File: src/mexp_pkg.sv
// Shared widths, reset value and unit handshake types for the modular exponentiation block.
`default_nettype none

package mexp_pkg;

	localparam int OPERAND_BITS = 31;
	localparam int CNT_W        = $clog2(OPERAND_BITS);
	localparam int WIDE_W       = OPERAND_BITS + 2;

	typedef logic [OPERAND_BITS-1:0] operand_t;
	typedef logic [CNT_W-1:0]        bit_cnt_t;
	typedef logic [WIDE_W-1:0]       wide_t;

	localparam operand_t MODULUS_RESET = OPERAND_BITS'(1000000007);

	typedef struct packed {
		logic     start;
		operand_t multiplicand;
		operand_t multiplier;
		operand_t modulus;
	} mm_req_t;

	typedef struct packed {
		logic     done;
		operand_t product;
	} mm_rsp_t;

endpackage

`default_nettype wire

File: src/mexp_in_if.sv
// Request channel: valid/ready handshake with request type, base and exponent.
`default_nettype none

interface mexp_in_if import mexp_pkg::*; ();
	logic     valid;
	logic     ready;
	logic     req_type;
	operand_t base_value;
	operand_t exponent_value;

	modport source (output valid, output req_type, output base_value, output exponent_value,
		input ready);
	modport sink (input valid, input req_type, input base_value, input exponent_value,
		output ready);
endinterface

`default_nettype wire

File: src/mexp_out_if.sv
// Result channel: valid/ready handshake with the result value.
`default_nettype none

interface mexp_out_if import mexp_pkg::*; ();
	logic     valid;
	logic     ready;
	operand_t result_value;

	modport source (output valid, output result_value, input ready);
	modport sink (input valid, input result_value, output ready);
endinterface

`default_nettype wire

File: src/mexp_modmul.sv
// Bit-serial interleaved modular multiplier, one multiplier bit per cycle.
`default_nettype none

module mexp_modmul import mexp_pkg::*; (
	input  wire logic    clk,
	input  wire logic    arst_n,
	input  wire mm_req_t req,
	output mm_rsp_t      rsp
);

	logic     busy_q;
	logic     done_q;
	bit_cnt_t cnt_q;
	operand_t acc_q;
	operand_t a_q;
	operand_t b_q;
	operand_t m_q;

	wide_t sum;
	wide_t m1;
	wide_t m2;
	wide_t red;

	always_comb begin
		m1  = WIDE_W'(m_q);
		m2  = WIDE_W'({m_q, 1'b0});
		sum = WIDE_W'({acc_q, 1'b0}) + (b_q[OPERAND_BITS-1] ? WIDE_W'(a_q) : '0);
		if (sum >= m2) begin
			red = sum - m2;
		end else if (sum >= m1) begin
			red = sum - m1;
		end else begin
			red = sum;
		end
	end

	always_ff @(posedge clk or negedge arst_n) begin
		if (!arst_n) begin
			busy_q <= 1'b0;
			done_q <= 1'b0;
			cnt_q  <= '0;
		end else begin
			done_q <= !req.start && busy_q && (cnt_q == '0);
			if (req.start) begin
				busy_q <= 1'b1;
				cnt_q  <= CNT_W'(OPERAND_BITS - 1);
			end else if (busy_q) begin
				cnt_q <= cnt_q - 1'b1;
				if (cnt_q == '0) begin
					busy_q <= 1'b0;
				end
			end
		end
	end

	always_ff @(posedge clk) begin
		if (req.start) begin
			acc_q <= '0;
			a_q   <= req.multiplicand;
			b_q   <= req.multiplier;
			m_q   <= req.modulus;
		end else if (busy_q) begin
			acc_q <= red[OPERAND_BITS-1:0];
			b_q   <= {b_q[OPERAND_BITS-2:0], 1'b0};
		end
	end

	assign rsp.done    = done_q;
	assign rsp.product = acc_q;

	a_start_idle: assert property (@(posedge clk) disable iff (!arst_n)
		req.start |-> !busy_q)
		else $error("multiplier started while busy");
	a_start_mod: assert property (@(posedge clk) disable iff (!arst_n)
		req.start |-> (req.modulus >= OPERAND_BITS'(2) && req.multiplicand < req.modulus))
		else $error("multiplier started with bad operands");
	a_acc_reduced: assert property (@(posedge clk) disable iff (!arst_n)
		(busy_q || done_q) |-> acc_q < m_q)
		else $error("accumulator not reduced");
	a_done_pulse: assert property (@(posedge clk) disable iff (!arst_n)
		done_q |=> !done_q)
		else $error("done held longer than one cycle");

endmodule

`default_nettype wire

File: src/modular_exponentiation.sv
// Top level: modular power and inverse by square-and-multiply on one shared modular multiplier.
//
// Each request yields one word: base_value to the power exponent_value mod modulus, or for
// req_type 1 base_value to the power modulus-2 (the inverse for a prime modulus; zero maps to
// zero). A modulus below two goes straight to the closing state and gives zero. All arithmetic
// runs through one bit-serial modular multiplier that forms each product from a load and 31
// bit steps. An item costs one product to reduce the base, one square per exponent bit below
// the highest set bit and one multiply per set bit (bits counted up to the highest set bit),
// plus a pass through the step state per exponent bit and a last one that leads to the closing
// state, which loads the output register. in.ready is high only while the sequencer is idle;
// a finished word waits in the output register while the next request is taken.
`default_nettype none

module modular_exponentiation import mexp_pkg::*; (
	input  wire logic      clk,
	input  wire logic      arst_n,
	mexp_in_if.sink        in,
	mexp_out_if.source     out,
	input  wire logic      cfg_we,
	input  wire operand_t  cfg_wdata
);

	localparam logic [2:0] ST_IDLE = 3'd0;
	localparam logic [2:0] ST_RED  = 3'd1;
	localparam logic [2:0] ST_STEP = 3'd2;
	localparam logic [2:0] ST_MUL  = 3'd3;
	localparam logic [2:0] ST_SQR  = 3'd4;
	localparam logic [2:0] ST_FIN  = 3'd5;

	logic [2:0] state_q;
	operand_t   mod_q;
	operand_t   acc_q;
	operand_t   b_q;
	operand_t   e_q;
	operand_t   res_q;
	logic       inv_q;
	logic       out_valid_q;
	operand_t   out_data_q;

	mm_req_t mm_req;
	mm_rsp_t mm_rsp;
	logic    in_fire;
	logic    mod_small;

	assign in.ready  = (state_q == ST_IDLE);
	assign in_fire   = in.valid && in.ready;
	assign mod_small = (mod_q < OPERAND_BITS'(2));

	always_comb begin
		mm_req.start        = 1'b0;
		mm_req.multiplicand = b_q;
		mm_req.multiplier   = b_q;
		mm_req.modulus      = mod_q;
		case (state_q)
			ST_IDLE: begin
				mm_req.start        = in_fire && !mod_small;
				mm_req.multiplicand = OPERAND_BITS'(1);
				mm_req.multiplier   = in.base_value;
			end
			ST_STEP: begin
				mm_req.start = (e_q != '0);
				if (e_q[0]) begin
					mm_req.multiplicand = acc_q;
				end
			end
			ST_MUL: begin
				mm_req.start = mm_rsp.done && (e_q != OPERAND_BITS'(1));
			end
			default: begin
				mm_req.start = 1'b0;
			end
		endcase
	end

	mexp_modmul u_modmul (
		.clk    (clk),
		.arst_n (arst_n),
		.req    (mm_req),
		.rsp    (mm_rsp)
	);

	always_ff @(posedge clk or negedge arst_n) begin
		if (!arst_n) begin
			state_q     <= ST_IDLE;
			mod_q       <= MODULUS_RESET;
			out_valid_q <= 1'b0;
		end else begin
			if (cfg_we) begin
				mod_q <= cfg_wdata;
			end
			if (state_q == ST_FIN && (!out_valid_q || out.ready)) begin
				out_valid_q <= 1'b1;
			end else if (out.ready) begin
				out_valid_q <= 1'b0;
			end
			case (state_q)
				ST_IDLE: begin
					if (in_fire) begin
						state_q <= mod_small ? ST_FIN : ST_RED;
					end
				end
				ST_RED: begin
					if (mm_rsp.done) begin
						state_q <= (inv_q && mm_rsp.product == '0) ? ST_FIN : ST_STEP;
					end
				end
				ST_STEP: begin
					if (e_q == '0) begin
						state_q <= ST_FIN;
					end else begin
						state_q <= e_q[0] ? ST_MUL : ST_SQR;
					end
				end
				ST_MUL: begin
					if (mm_rsp.done) begin
						state_q <= (e_q == OPERAND_BITS'(1)) ? ST_STEP : ST_SQR;
					end
				end
				ST_SQR: begin
					if (mm_rsp.done) begin
						state_q <= ST_STEP;
					end
				end
				ST_FIN: begin
					if (!out_valid_q || out.ready) begin
						state_q <= ST_IDLE;
					end
				end
				default: begin
					state_q <= ST_IDLE;
				end
			endcase
		end
	end

	always_ff @(posedge clk) begin
		case (state_q)
			ST_IDLE: begin
				if (in_fire) begin
					inv_q <= in.req_type;
					acc_q <= OPERAND_BITS'(1);
					e_q   <= in.req_type ? (mod_q - OPERAND_BITS'(2)) : in.exponent_value;
					res_q <= '0;
				end
			end
			ST_RED: begin
				if (mm_rsp.done) begin
					b_q <= mm_rsp.product;
				end
			end
			ST_STEP: begin
				res_q <= acc_q;
			end
			ST_MUL: begin
				if (mm_rsp.done) begin
					acc_q <= mm_rsp.product;
					if (e_q == OPERAND_BITS'(1)) begin
						e_q <= '0;
					end
				end
			end
			ST_SQR: begin
				if (mm_rsp.done) begin
					b_q <= mm_rsp.product;
					e_q <= {1'b0, e_q[OPERAND_BITS-1:1]};
				end
			end
			ST_FIN: begin
				if (!out_valid_q || out.ready) begin
					out_data_q <= res_q;
				end
			end
			default: begin
				res_q <= res_q;
			end
		endcase
	end

	assign out.valid        = out_valid_q;
	assign out.result_value = out_data_q;

	a_done_expected: assert property (@(posedge clk) disable iff (!arst_n)
		mm_rsp.done |-> (state_q == ST_RED || state_q == ST_MUL || state_q == ST_SQR))
		else $error("product arrived outside a wait state");
	a_fin_no_overwrite: assert property (@(posedge clk) disable iff (!arst_n)
		(state_q == ST_FIN && out_valid_q && !out.ready) |=> state_q == ST_FIN)
		else $error("pending word overwritten");
	a_small_mod_fast: assert property (@(posedge clk) disable iff (!arst_n)
		(in_fire && mod_small) |=> state_q == ST_FIN)
		else $error("small modulus not short-circuited");

endmodule

`default_nettype wire

File: src/flat_wrapper.sv
// flat-port wrapper written by rule: the top's interface ports become plain ports
module modular_exponentiation_flat import mexp_pkg::*;
  (clk, arst_n, cfg_we, cfg_wdata, in_valid, in_req_type, in_base_value, in_exponent_value, in_ready, out_valid, out_result_value, out_ready);
  mexp_in_if in_i ();
  mexp_out_if out_i ();
  input  wire logic clk;
  input  wire logic arst_n;
  input  wire logic cfg_we;
  input  wire operand_t cfg_wdata;
  input wire logic [$bits(in_i.valid)-1:0] in_valid;
  input wire logic [$bits(in_i.req_type)-1:0] in_req_type;
  input wire logic [$bits(in_i.base_value)-1:0] in_base_value;
  input wire logic [$bits(in_i.exponent_value)-1:0] in_exponent_value;
  output wire logic [$bits(in_i.ready)-1:0] in_ready;
  output wire logic [$bits(out_i.valid)-1:0] out_valid;
  output wire logic [$bits(out_i.result_value)-1:0] out_result_value;
  input wire logic [$bits(out_i.ready)-1:0] out_ready;
  assign in_i.valid = in_valid;
  assign in_i.req_type = in_req_type;
  assign in_i.base_value = in_base_value;
  assign in_i.exponent_value = in_exponent_value;
  assign in_ready = in_i.ready;
  assign out_valid = out_i.valid;
  assign out_result_value = out_i.result_value;
  assign out_i.ready = out_ready;
  modular_exponentiation u_core (.clk(clk), .arst_n(arst_n), .in(in_i), .out(out_i), .cfg_we(cfg_we), .cfg_wdata(cfg_wdata));
endmodule
File: config.mk
export PLATFORM = sky130hd
export DESIGN_NAME = modular_exponentiation_flat
export DESIGN_NICKNAME = d
export VERILOG_FILES = /design/src/mexp_pkg.sv /design/src/mexp_in_if.sv /design/src/mexp_out_if.sv /design/src/mexp_modmul.sv /design/src/modular_exponentiation.sv /design/src/flat_wrapper.sv
export SDC_FILE = /design/constraint.sdc
export NUM_CORES = 1
export LEC_CHECK = 0
export BUFFER_PORTS_ARGS = -buffer_cell sky130_fd_sc_hd__buf_2
export CAP_MARGIN = 20
export CORE_MARGIN = 4
export CORE_UTILIZATION = 55
export CTS_CLUSTER_DIAMETER = 120
export DETAILED_ROUTE_END_ITERATION = 12
export PLACE_DENSITY = 0.74
export SETUP_SLACK_MARGIN = 0.1
export SYNTH_ARGS = -nofsm -noshare
export SYNTH_HDL_FRONTEND = slang
export SYNTH_HIERARCHICAL = 1
export SYNTH_SLANG_ARGS = --single-unit
File: constraint.sdc
create_clock -name clk -period 15.6 [get_ports clk]
set_input_delay 1.56 -clock clk [delete_from_list [all_inputs] [get_ports clk]]
set_output_delay 1.56 -clock clk [all_outputs]
set_load 0.1 [all_outputs]
; ---- After elaboration in Yosys (flattened, before gate mapping)
; Index checks and enable logic that the tools add are counted.
[classes]
mux = 38
reduce_logical = 29
addsub = 5
eq_ne = 13
magnitude_cmp = 3
[op_table]
columns = cell, n
row1 = $mux W31, 15
row2 = $pmux W31 S2, 3
row3 = $pmux W31 S3, 1
row4 = $logic_not A31 Y1, 2
row5 = $sub A31 B31 Y31, 2
row6 = $add A32 B31 Y33, 1
row7 = $ge A33 B31 Y1, 1
row8 = $ge A33 B32 Y1, 1
row9 = $eq A31 B1 Y1 const B, 1
row10 = $lt A31 B2 Y1 const B, 1
row11 = $ne A31 B1 Y1 const B, 1
row12 = $reduce_bool A31 Y1, 1
row13 = $sub A31 B2 Y31 const B, 1
row14 = $mux W3, 10
row15 = $pmux W3 S6, 1
row16 = $mux W5, 2
row17 = $ne A2 B2 Y1 const B, 5
row18 = $reduce_and A5 Y1, 2
row19 = $reduce_and A2 Y1, 4
row20 = $reduce_bool A2 Y1, 4
row21 = $logic_and A1 B1 Y1, 7
row22 = $eq A3 B2 Y1 const B, 2
row23 = $eq A3 B3 Y1 const B, 2
row24 = $logic_not A5 Y1, 1
row25 = 11 further kinds, 17
[word_totals]
regBits = 322
elab_cells = 104
out_inout_bits = 33

; ---- Logic depth before layout (Yosys ltp)
; Gate-level depths: netlist of the first run.
[depth]
ltp_word = 7
ltp_mapped = 23

; ---- Modules after synthesis
; The synthesis of the first run kept the hierarchy.
[by_module_without_submodules]
columns = module, seq_area_each_um2, instances, area_per_inst_um2, cells_per_inst
row1 = mexp_modmul, 3588.4, 1, 9875.7, 1038
row2 = modular_exponentiation, 5580.4, 1, 9097.5, 751

; ---- Worst setup path before layout of the first run
; OpenSTA, ideal clock, no wires.
[synth_timing]
path_type = in2reg
from = in in_valid
to = reg u_core.u_modmul.b_q[0] (enable)
arrival_ps = 7760
path_buffers = 1
stages = 5
setup_slack_ps = 7454
cell_sequence = nand2_1 o21ai_0 nor2_1 clkbuf_1 inv_1
[synth_lines]
columns = element, line
row1 = start: declaration, flat_wrapper.sv:10  ; input wire logic [$bits(in_i.valid)-1:0] in_valid;
row2 = end signal: assignment, mexp_modmul.sv:60  ; b_q <= req.multiplier;
row3 = end signal: assignment, mexp_modmul.sv:64  ; b_q <= {b_q[OPERAND_BITS-2:0], 1'b0};
row4 = end: declaration, mexp_modmul.sv:16  ; operand_t b_q;

; ---- Worst setup path in the final report of the first run
[layout_timing]
from = reg u_core.u_modmul.b_q[30]
to = reg u_core.u_modmul.acc_q[2]
[layout_via]
elab_chain_cells = 5
elab_cells_between_ends = 8
classes_between = 3 x add/sub / 2 x order compare / 3 x mux
[layout_lines]
columns = element, line
row1 = $mux W31 (*), mexp_modmul.sv:27  ; sum = WIDE_W'({acc_q, 1'b0}) + (b_q[OPERAND_BITS-1] ? WIDE_W'(a_q) : '0);
row2 = $add A32 B31 Y33 (*), mexp_modmul.sv:27
row3 = $sub A31 B31 Y31 or $ge A33 B31 Y1 (tied branches), "mexp_modmul.sv:31, mexp_modmul.sv:30"
row4 = $mux W31, mexp_modmul.sv:30  ; end else if (sum >= m1) begin
row5 = $mux W31 (*), mexp_modmul.sv:28  ; if (sum >= m2) begin
row6 = end signal: assignment, mexp_modmul.sv:63  ; acc_q <= red[OPERAND_BITS-1:0];
row7 = end: declaration, mexp_modmul.sv:14  ; operand_t acc_q;
; Mark *: on every way between the ends. The rest lies on a longest branch, timed or not.
; A chain may end at the register's enable or synchronous reset.

==> impl_results.md, run 1 <==
- Largest buffer count on any clock path: 3
- Util after Layout: 0.627
- Startpoint class of the critical path: flop
- Most used DFF post-synth: edfxtp_1
- DRC marker count from the first detailed-route iteration: 1443
- Proportion of total power due to net switching: 0.454
- Hold slack final: 0.419 ns
- Path category of the worst min-delay check: flop to flop
- Netlist cell types: 81
- Number of placed instances with taps included: 2309
- Max_cap viols: 0
- Wire length of the first global-routing pass: 77600 um
- Period utilisation layout: 0.415
- Endpoints failing setup: 0
- Worst-skew pair later-pin latency: 0.52 ns
- Headroom to the max-slew limit: 0.402
- Setup CP Type: flop to flop
- DRT antenna net count: 0
- Antenna cell count: 0
- Dominant cell type by area after synthesis: edfxtp_1
- Least-Margin Pin Slew: 0.886 ns
- Largest fanout on the critical path: 34
- Net Count, Synth: 1986
- Total setup buffers inserted after CTS: 0
- IO buf count: 131
- Register area share after synthesis: 0.483
- Overall track demand over capacity in global routing: 0.252
- Net switching power of the design: 2.42 mW
- Crit path arrival time: 6.88 ns
- Final-layout setup total negative slack: 0 ns
- Largest clock skew in the final design: 0.0175 ns
- End of the worst register-to-register path: u_core/u_modmul/acc_q[2]
- CTS Buf Count: 36
- Achievable clock frequency: 0.155 GHz
- Sum of routed wire length over all layers: 48600 um
- Register share of total power: 0.236
- H-tree level count: 2
- Standard-cell row count: 67
- Number of placed I/O pins: 132
- Cell count after synthesis: 1789
- Pin count of the biggest net entering global routing: 71
- Critical path launch point: u_core/u_modmul/b_q[30]
- Post-Synthesis Mean Instance Area: 10.6 um2
- Average detailed-routed wire length per instance: 20.5 um
- Residual DRC: 0
- Critical path data required time: 16.01 ns
- Hpwl dp: 35700 um
- Critical path endpoint: u_core/u_modmul/acc_q[2]
- Via density per instance: 6.16
- Most used cells in the layout excluding fill and tap cells: edfxtp_1 (249), buf_2 (131), nand2_1 (128)
- Detailed-route via count: 14619
- Top cells by area in the synthesized netlist: edfxtp_1 (39%), ha_1 (6.3%), mux2_2 (5.3%)
- Initial antenna violation count: 0
- Power per cell area: 251 nW/um2
- LEAKAGE: 8.26 nW
- Gpl congestion: 0.955
- Remaining global-route overflow: 0
- Minimum clock period: 6.47 ns
- Standard cell core area: 33800 um2
- Combinational cell fraction of total power: 0.614
- Proportion of power drawn by the clock network: 0.150
- RSZ-0062 raised after global routing: false
- Die area: 37500 um2
- Final Max Slew Viols: 0
- Hold-fix buffer count after cts: 0
- Reg-to-reg startpoint: u_core/u_modmul/b_q[30]
- Length of the first detailed-routing pass in iterations: 6
- Peak supply drop: 0.150 mV
- Worst reg-to-reg setup slack: 9.13 ns
- Clock-pin slew on the worst setup and hold paths: 0.06 ns
- Die width: 194 um
- Total power: 5.32 mW
- Netlist area before placement: 19000 um2
- Final net count: 2097
- Vias in the first global route: 14242
- Library cell used as clock root buffer: clkbuf_16
- Starting density of the core: 0.562
- Y dimension of the die: 194 um
- Fraction of post-synthesis cell area in the top cell type by area: 0.394
- Post-synth EDFFs: 249
- Flop and latch count out of synthesis: 322
- Status: complete, no violations
- Yosys warnings: 6
- Post-synth ARST share: 0.130
- Count of final hold-check violations: 0
- Type of destination of the critical path: flop
- Share of layout cells above drive strength 1: 0.174
- CTS tree: built
- Filler-free cell count of the finished design: 2373
- Commonest non-fill, non-tap cell in the layout: edfxtp_1
- Layout-stage area growth over the synthesis result: 11.6%
- Post-CTS sizing: 0
- Worst Reg-to-Reg Cells: 19
- Clock net sink count: 322
- Pint: 2.91 mW
## worst min path at each step
stage                     slack [ns]                          end  depth (start not counted)        startpoint
after floorplan                 0.40   u_core/out.result_value[0]                          0   u_core/res_q[0]
after detailed placement        0.40  u_core/out.result_value[14]                          0  u_core/res_q[14]
after global routing            0.42   u_core/out.result_value[3]                          0   u_core/res_q[3]
after global placement          0.40  u_core/out.result_value[18]                          0  u_core/res_q[18]
after CTS                       0.42  u_core/out.result_value[14]                          0  u_core/res_q[14]
final                           0.42  u_core/out.result_value[15]                          0  u_core/res_q[15]
## flip-flops by register name, summed over array words and instances (netlist names), 3 cells and up
name and flops:
u_core/e_q 31, u_core/u_modmul/b_q 31, u_core/state_q 3, u_core/out.result_value 31, u_core/u_modmul/m_q 31, u_core/u_modmul/a_q 31, u_core/b_q 31, u_core/u_modmul/acc_q 31
u_core/u_modmul/cnt_q 5, u_core/res_q 31, u_core/acc_q 31, u_core/mod_q 31
## synthesized netlist by cell type, types with 4 or more instances
cell,count
edfxtp_1,249
nand2_1,128
o21ai_0,112
nor2_1,102
ha_1,95
a21oi_1,92
mux2_2,89
and2_1,64
clkbuf_1,63
inv_1,62
xnor2_1,62
and3_1,45
xor2_1,40
nor2b_1,39
a31oi_1,37
nor3_1,35
mux2i_1,32
a22oi_1,31
dfxtp_1,31
nor4_1,31
nand3_1,30
o21ai_1,29
dfrtp_1,26
nand4_1,24
a21o_1,23
a211oi_1,19
nand2b_1,17
o211ai_1,17
dfstp_2,16
o22ai_1,11
o21a_1,10
o21bai_1,8
or3_1,8
o41ai_1,7
a22o_1,6
buf_2,6
or4_1,6
and4_1,5
a211o_1,4
o31ai_1,4
or2_2,4
## worst max-delay path, stage by stage, from the launching register on
cell	delay [ns]
edfxtp_1	0.81
and2_1	0.28
ha_1	0.26
a211oi_1	0.27
o211ai_1	0.21
a211oi_1	0.52
o211ai_1	0.21
a21oi_1	0.26
nor2_1	0.08
xor2_1	0.37
ha_1	0.37
a21o_1	0.22
a21o_1	0.18
a221o_1	0.33
a31oi_1	0.30
o21ai_0	0.27
a311oi_4	0.32
buf_4	0.49
mux2i_1	0.18
a2111oi_2	0.37
## cell type report
class                   instances  area (um2)
fillers                      2722       12600
flip-flops and latches        322        9170
inverters                      64         240
clock inverters                14         116
clock buffers                  49         981
repair buffers                150         811
multi-input cells            1326        9300
well taps                     448         561
## power groups by stage
stage / clock, mW / combinational (mW) / sequential [mW]
6_report: 0.798 / 3.27 / 1.26
4_1_cts: 0.812 / 3.20 / 1.26
2_1_floorplan: 0 / 2.50 / 1.20
3_3_place_gp: 0 / 3.11 / 1.27
5_1_grt: 0.853 / 3.58 / 1.28
3_5_place_dp: 0 / 3.18 / 1.27
## metal layers
metal	share of wire	vias to the layer above	global-route usage
met2	0.46	598	0.408
li1	-	6928	-
met5	0	-	0
met1	0.44	7010	0.360
met4	0.025	0	0.0643
met3	0.068	83	0.0353
## kinds of logic (layout without fill, tap and decap cells)
family	count (synthesis)	in the layout	share of synthesized area
DFF	322	322	0.483
and+or+nand+nor	556	556	0.154
buffers and inverters	141	277	0.0297
adders and majority gates	98	98	0.0658
AOI/OAI and AO/OA	449	449	0.150
muxes	121	121	0.0697
xor gates and xnor gates	102	102	0.0471
## stage by stage
step           worst slack (ns)  instance area (um2)
5_1_grt                    8.60                21200
3_3_place_gp               9.40                20000
6_report                   9.13                21200
3_5_place_dp               9.24                20100
4_1_cts                    9.18                21200
2_1_floorplan              7.45                19000
Power figures use the tool's default switching activity.
==> inputs of run 2 (changes only) <==
==> constraint.sdc (replaced) <==
create_clock -name clk -period 6.7 [get_ports clk]
set_input_delay 0.67 -clock clk [delete_from_list [all_inputs] [get_ports clk]]
set_output_delay 0.67 -clock clk [all_outputs]
set_load 0.1 [all_outputs]
==> run 2 against run 1 <==
Effect of this change:
- final cell count rose by 0.21%
- first-iteration DRC count fell by 2.6%
- sequential power rose by 130%
- sequential share of layout area fell by 0.14 points
- clock power rose by 140%
- wire length fell by 1.2%
- die area did not move
- clock skew rose by 0.0069 ns
- register-to-register slack got worse by 8.5 ns
- clock-buffer cell count did not move
- non-clock buffer count rose by 4
- critical endpoint is now u_core/u_modmul/acc_q[4]
- highest routed layer unchanged
==> impl_results.md, run 2 (synthesized netlist as in run 1, its figures left out) <==
- Clock-pin slew on the worst setup and hold paths: 0.07 ns (about the same)
- Library cell used as clock root buffer: clkbuf_16
- H-tree level count: 2 (unchanged)
- Standard cell core area: 33800 um2 (unchanged)
- Highest-utilization routing layer at the global route stage: met2
- Crit-path most repeated cell: ha_1
- CP max stage delay: 0.63 ns (-0.18 ns)
- Wire length of the first global-routing pass: 75900 um (-2.2%)
- Util after Layout: 0.629 (+0.00200)
- Cell breakdown of the critical path: and2_1 > ha_1 > fa_1 > a21oi_1 > o221ai_1 > a21boi_1 > o41a_1 > o21bai_1 > nand3_1 > o21ai_0 > xor2_1 > ha_1 > nand2_1 > nor2_1 > and4_1 > a41o_1 > a211o_1 > or2_1 > nor2_2 > a211oi_1
- DRC marker count from the first detailed-route iteration: 1405 (-2.6%)
- Y dimension of the die: 194 um (unchanged)
- Hold-fix buffer count after cts: 0 (unchanged)
- Period utilisation layout: 0.910 (+0.495)
- Length of the first detailed-routing pass in iterations: 6 (unchanged)
- Headroom to the max-slew limit: 0.344 (-0.0577)
- Global Route met3 Usage: 0.0323 (-0.00295)
- GR met2 Demand/Resource: 0.396 (-0.0122)
- Average detailed-routed wire length per instance: 20.2 um (-1.4%)
- Crit path arrival time: 6.47 ns (-0.41 ns)
- End of the worst register-to-register path: u_core/u_modmul/acc_q[4]
- Final setup slack of the worst path: 0.606 ns (-8.53 ns)
- Count of filler cells inserted in the layout: 2703 (-0.70%)
- Residual DRC: 0 (unchanged)
- Least-Margin Pin Slew: 0.984 ns (+0.0981 ns)
- Number of placed I/O pins: 132 (unchanged)
- Total setup buffers inserted after CTS: 0 (unchanged)
- Post-place setup slack: 0.593 ns (-8.64 ns)
- Endpoints failing setup: 0 (unchanged)
- Via density per instance: 6.16 (about the same)
- Antenna cell count: 0 (unchanged)
- DRT antenna net count: 0 (unchanged)
- Critical path launch point: u_core/u_modmul/b_q[30]
- Initial antenna violation count: 0 (unchanged)
- Reg-to-reg startpoint: u_core/u_modmul/b_q[30]
- Critical path endpoint: u_core/u_modmul/acc_q[4]
- Vias in the first global route: 14045 (-1.4%)
- Gpl congestion: 0.933 (-2.3%)
- Detailed-route via count: 14654 (+0.24%)
- Final Max Slew Viols: 0 (unchanged)
- Largest fanout on the critical path: 17 (-50%)
- Max_cap viols: 0 (unchanged)
- Filler-free cell count of the finished design: 2378 (+0.21%)
- Startpoint class of the critical path: flop
- Share of layout cells above drive strength 1: 0.175 (+0.000585)
- Final-layout setup total negative slack: 0 ns (unchanged)
- Hold slack final: 0.312 ns (-0.107 ns)
- Sum of routed wire length over all layers: 48000 um (-1.2%)
- Total power: 12.4 mW (+130%)
- Worst reg-to-reg setup slack: 0.61 ns (-8.53 ns)
- Number of placed instances with taps included: 2313 (+0.17%)
- Worst-skew pair later-pin latency: 0.52 ns (about the same)
- Status: complete, no violations
- Worst Reg-to-Reg Cells: 20 (+1)
- Pin count of the biggest net entering global routing: 103 (+45%)
- IO buf count: 131 (unchanged)
- RSZ-0062 raised after global routing: false
- CTS Buf Count: 36 (unchanged)
- Standard-cell row count: 67 (unchanged)
- Finished layout cell area: 21200 um2 (+0.32%)
- Post-CTS sizing: 0 (unchanged)
- Power per cell area: 586 nW/um2 (+130%)
- Peak supply drop: 0.377 mV (+150%)
- Hpwl dp: 34900 um (-2.2%)
- Critical path data required time: 7.07 ns (-8.94 ns)
- Die width: 194 um (unchanged)
- Remaining global-route overflow: 0 (unchanged)
- Overall track demand over capacity in global routing: 0.245 (-0.00614)
- Path category of the worst min-delay check: input port to asynchronous set/reset pin
- Commonest non-fill, non-tap cell in the layout: edfxtp_1
- Largest buffer count on any clock path: 3 (unchanged)
- Achievable clock frequency: 0.164 GHz (+6.1%)
- Most used cells in the layout excluding fill and tap cells: edfxtp_1 (249), buf_2 (131), nand2_1 (128)
- Setup CP Type: flop to flop
- Die area: 37500 um2 (unchanged)
- Final net count: 2101 (+0.19%)
- Count of final hold-check violations: 0 (unchanged)
- CTS tree: built
- Type of destination of the critical path: flop
- Clock net sink count: 322 (unchanged)
- CP max stage cell: edfxtp_1
- Cell Area, Placed: 20100 um2 (+0.27%)
- Layout-stage area growth over the synthesis result: 12.0%
- Largest clock skew in the final design: 0.0244 ns (+0.00690 ns)
- Starting density of the core: 0.562 (unchanged)
- LEAKAGE: 8.29 nW (+0.28%)
- Met1 Resource Use GR: 0.354 (-0.00633)
- Minimum clock period: 6.09 ns (-0.375 ns)
-- run 2: cell types whose count changed in the layout (fill, tap and decap cells not counted), moves of 2 or more --
cell,previous run,this run
clkbuf_1,11,9
clkinv_1,5,10
buf_4,18,21
clkinv_2,6,2
-- run 2: routing by layer --
| layer | up-vias | share of wire |
|---|---|---|
| li1 | 6941 | - |
| met2 | 652 | 0.46 |
| met1 | 6984 | 0.44 |
| met3 | 77 | 0.071 |
| met4 | 0 | 0.026 |
| met5 | - | 0 |
-- run 2: cell type report --
cell class                 instances  area, um2  share of cell area
clock buffer                      49       1010              0.0477
clock inverter                    15        110             0.00518
inverter                          64        240              0.0113
multi-input combinational       1326       9300               0.438
sequential                       322       9170               0.432
tap                              448        561              0.0264
timing repair buffer             154        853              0.0402
-- run 2: how the worst min path moves through the flow --
stage / slack (ns) / start / to
6_report: 0.31 / arst_n / u_core/u_modmul/cnt_q[4]
5_1_grt: 0.36 / cfg_wdata[1] / u_core/mod_q[1]
4_1_cts: 0.34 / arst_n / u_core/u_modmul/cnt_q[3]
3_3_place_gp: 0.40 / u_core/res_q[17] / u_core/out.result_value[17]
3_5_place_dp: 0.40 / u_core/res_q[12] / u_core/out.result_value[12]
2_1_floorplan: 0.37 / arst_n / u_core/mod_q[10]
-- run 2: power breakdown --
| group | total, mW | leakage (nW) | switching (mW) | internal [mW] |
|---|---|---|---|---|
| Combinational | 7.64 | 4.69 | 4.50 | 3.14 |
| Sequential | 2.92 | 3.06 | 0.309 | 2.61 |
| Clock | 1.89 | 0.539 | 0.789 | 1.10 |
| Total | 12.4 | 8.29 | 5.60 | 6.84 |
-- run 2: worst max-delay path: cells and delay by family (launching register included) --
kind	cells	cell delay (ns)
flip-flops	1	0.63
AO/OA/AOI/OAI	9	2.35
AND/OR/NAND/NOR	7	1.67
adder cells (fa/ha/maj)	3	0.84
XOR/XNOR	1	0.44
==> inputs of run 3 (changes only) <==
--- a/config.mk
+++ b/config.mk
@@ -11,6 +11,8 @@
 export CORE_UTILIZATION = 55
 export CTS_CLUSTER_DIAMETER = 120
 export DETAILED_ROUTE_END_ITERATION = 12
+export GPL_TIMING_DRIVEN = 0
+export MAX_ROUTING_LAYER = met4
 export PLACE_DENSITY = 0.74
 export SETUP_SLACK_MARGIN = 0.1
 export SYNTH_ARGS = -nofsm -noshare
==> run 3 against run 2 <==
Effect of this change:
- sequential share of layout area is 0.83 points lower
- global-route usage is 3.5 points higher
- clock power is 6% higher
- first-iteration DRC count is 23% lower
- die area stayed put
- power is 2.9% higher
- clock-buffer cell count is 5 lower
- largest cell class unchanged
==> impl_results.md, run 3 (synthesized netlist as in run 1, its figures left out) <==
- Status: complete, no violations
- DRT antenna net count: 0 (unchanged)
- Y dimension of the die: 194 um (unchanged)
- Hold slack final: 0.0706 ns (-0.242 ns)
- Register share of total power: 0.228 (-0.006)
- Largest fanout on the critical path: 10 (-7)
- Critical path launch point: u_core/u_modmul/b_q[30]
- Final-layout setup total negative slack: 0 ns (unchanged)
- CP max stage cell: nor2_2
- Worst Reg-to-Reg Cells: 22 (+10%)
- Sum of routed wire length over all layers: 53000 um (+10%)
- LEAKAGE: 8.43 nW (+1.7%)
- Peak supply drop: 0.269 mV (-28%)
- Worst reg-to-reg setup slack: 0.33 ns (-0.27 ns)
- Most used cells in the layout excluding fill and tap cells: edfxtp_1 (249), buf_2 (137), nand2_1 (128)
- Critical path endpoint: u_core/u_modmul/acc_q[13]
- Startpoint class of the critical path: flop
- Share of layout cells above drive strength 1: 0.169 (-0.00519)
- Clock net sink count: 322 (unchanged)
- Reg-to-reg startpoint: u_core/u_modmul/b_q[30]
- Die width: 194 um (unchanged)
- CTS tree: built
- Starting density of the core: 0.562 (unchanged)
- Initial antenna violation count: 0 (unchanged)
- Proportion of total power due to net switching: 0.455 (+0.00490)
- Via density per instance: 6.19 (+0.40%)
- Setup CP Type: flop to flop
- Count of final hold-check violations: 0 (unchanged)
- Net switching power of the design: 5.83 mW (+4.1%)
- Minimum clock period: 6.37 ns (+0.275 ns)
- Library cell used as clock root buffer: clkbuf_16
- Cell depth of the worst setup path: 22 (+10%)
- Final net count: 2165 (+3.0%)
- Max_cap viols: 0 (unchanged)
- Clock-pin slew on the worst setup and hold paths: 0.06 ns (about the same)
- Layout-stage area growth over the synthesis result: 14.2%
- Endpoints failing setup: 0 (unchanged)
- Count of filler cells inserted in the layout: 2671 (-1.2%)
- Util after Layout: 0.641 (+0.0124)
- Remaining global-route overflow: 0 (unchanged)
- Headroom to the max-slew limit: 0.310 (-0.0339)
- Hpwl dp: 40900 um (+17%)
- Achievable clock frequency: 0.157 GHz (-4.3%)
- Wire length of the first global-routing pass: 82000 um (+8.1%)
- Cell breakdown of the critical path: clkbuf_1 > and2_1 > ha_1 > fa_1 > a21oi_1 > o221ai_1 > a21boi_1 > o41a_1 > o21bai_1 > nand3_1 > o21ai_0 > xor2_1 > ha_1 > nand2_1 > nor2_1 > and4_1 > a41o_1 > a211o_1 > or2_1 > clkbuf_1 > nor2_2 > a211oi_1
- Path category of the worst min-delay check: input port to asynchronous set/reset pin
- Largest buffer count on any clock path: 3 (unchanged)
- Die area: 37500 um2 (unchanged)
- Largest clock skew in the final design: 0.0192 ns (-0.00526 ns)
- Number of placed I/O pins: 132 (unchanged)
- Proportion of power drawn by the clock network: 0.156 (+0.004)
- CTS Buf Count: 36 (unchanged)
- Worst-skew pair later-pin latency: 0.52 ns (about the same)
- Pin count of the biggest net entering global routing: 43 (-58%)
- Gpl congestion: 0.928 (-0.61%)
- Crit path arrival time: 6.72 ns (+0.25 ns)
- Power per cell area: 591 nW/um2 (+0.94%)
- Overall track demand over capacity in global routing: 0.280 (+0.0347)
- CP max stage delay: 0.54 ns (-0.09 ns)
- Final Max Slew Viols: 0 (unchanged)
- Kind of cell adding the most delay to the critical path: compound AO/OA/AOI/OAI gates
- Period utilisation layout: 0.951 (+0.0410)
- Vias in the first global route: 14756 (+5.1%)
- Commonest non-fill, non-tap cell in the layout: edfxtp_1
- Pint: 6.98 mW (+2.0%)
- Detailed-route via count: 15115 (+3.1%)
- End of the worst register-to-register path: u_core/u_modmul/acc_q[13]
- Antenna cell count: 0 (unchanged)
- Residual DRC: 0 (unchanged)
- RSZ-0062 raised after global routing: false
- Standard-cell row count: 67 (unchanged)
- DRC marker count from the first detailed-route iteration: 1080 (-23%)
- Type of destination of the critical path: flop
- H-tree level count: 2 (unchanged)
- IO buf count: 130 (-0.76%)
- Length of the first detailed-routing pass in iterations: 5 (-1)
- Critical path data required time: 7.05 ns (-0.02 ns)
- Combinational cell fraction of total power: 0.615 (about the same)
- Standard cell core area: 33800 um2 (unchanged)
- Buffers plus inverters on the worst setup path: 2 (+2)
- Least-Margin Pin Slew: 1.03 ns (+0.0508 ns)
- Average detailed-routed wire length per instance: 21.7 um (+7.3%)
run 3: per-stage QoR:
step	power [mW]	area (um2)	setup WS (ns)	std cells
floorplan	8.63	19000	0.687	1789
global placement	10.4	20200	-2.29	2367
detailed placement	10.6	20400	0.222	2375
CTS	12.6	21600	0.184	2440
global route	13.7	21700	0.139	2443
finish	12.8	21700	0.331	2443
run 3: cell type report:
class                      count  area (um2)  share of cell area
buffer                        77         323              0.0149
clock buffer                  44         973              0.0449
clock inverter                21         219              0.0101
inverter                      64         240              0.0111
multi-input combinational   1326        9310               0.430
sequential                   322        9170               0.423
tap                          448         561              0.0259
timing repair buffer         141         861              0.0397
run 3: per-layer routing:
| layer | global-route usage | share of wire | vias up | wire length (um) |
|---|---|---|---|---|
| met5 | - | 0 | - | 0 |
| met4 | 0.0894 | 0.036 | 0 | 1920 |
| met3 | 0.0353 | 0.065 | 110 | 3450 |
| met2 | 0.467 | 0.48 | 658 | 25400 |
| met1 | 0.360 | 0.42 | 7256 | 22200 |
| li1 | - | - | 7091 | - |
run 3: power groups by stage:
stage	logic [mW]	clock network, mW	registers (mW)
3_3_place_gp	7.46	0	2.95
3_5_place_dp	7.61	0	2.95
2_1_floorplan	5.82	0	2.80
5_1_grt	8.59	2.13	2.95
4_1_cts	7.66	2.03	2.91
6_report	7.88	2.00	2.92
run 3: what timing repair did:
item,4_1_cts,5_1_grt
resized for setup,0,3
endpoints found under the setup margin,0,31
hold buffers,0,0
setup buffers,0,2
run 3: worst min-delay path by stage:
stage	depth (start not counted)	to	start
4_1_cts	3	u_core/mod_q[1]	cfg_wdata[1]
3_5_place_dp	0	u_core/out.result_value[0]	u_core/res_q[0]
3_3_place_gp	0	u_core/out.result_value[18]	u_core/res_q[18]
6_report	1	u_core/mod_q[18]	arst_n
2_1_floorplan	0	u_core/mod_q[10]	arst_n
5_1_grt	1	u_core/mod_q[18]	arst_n
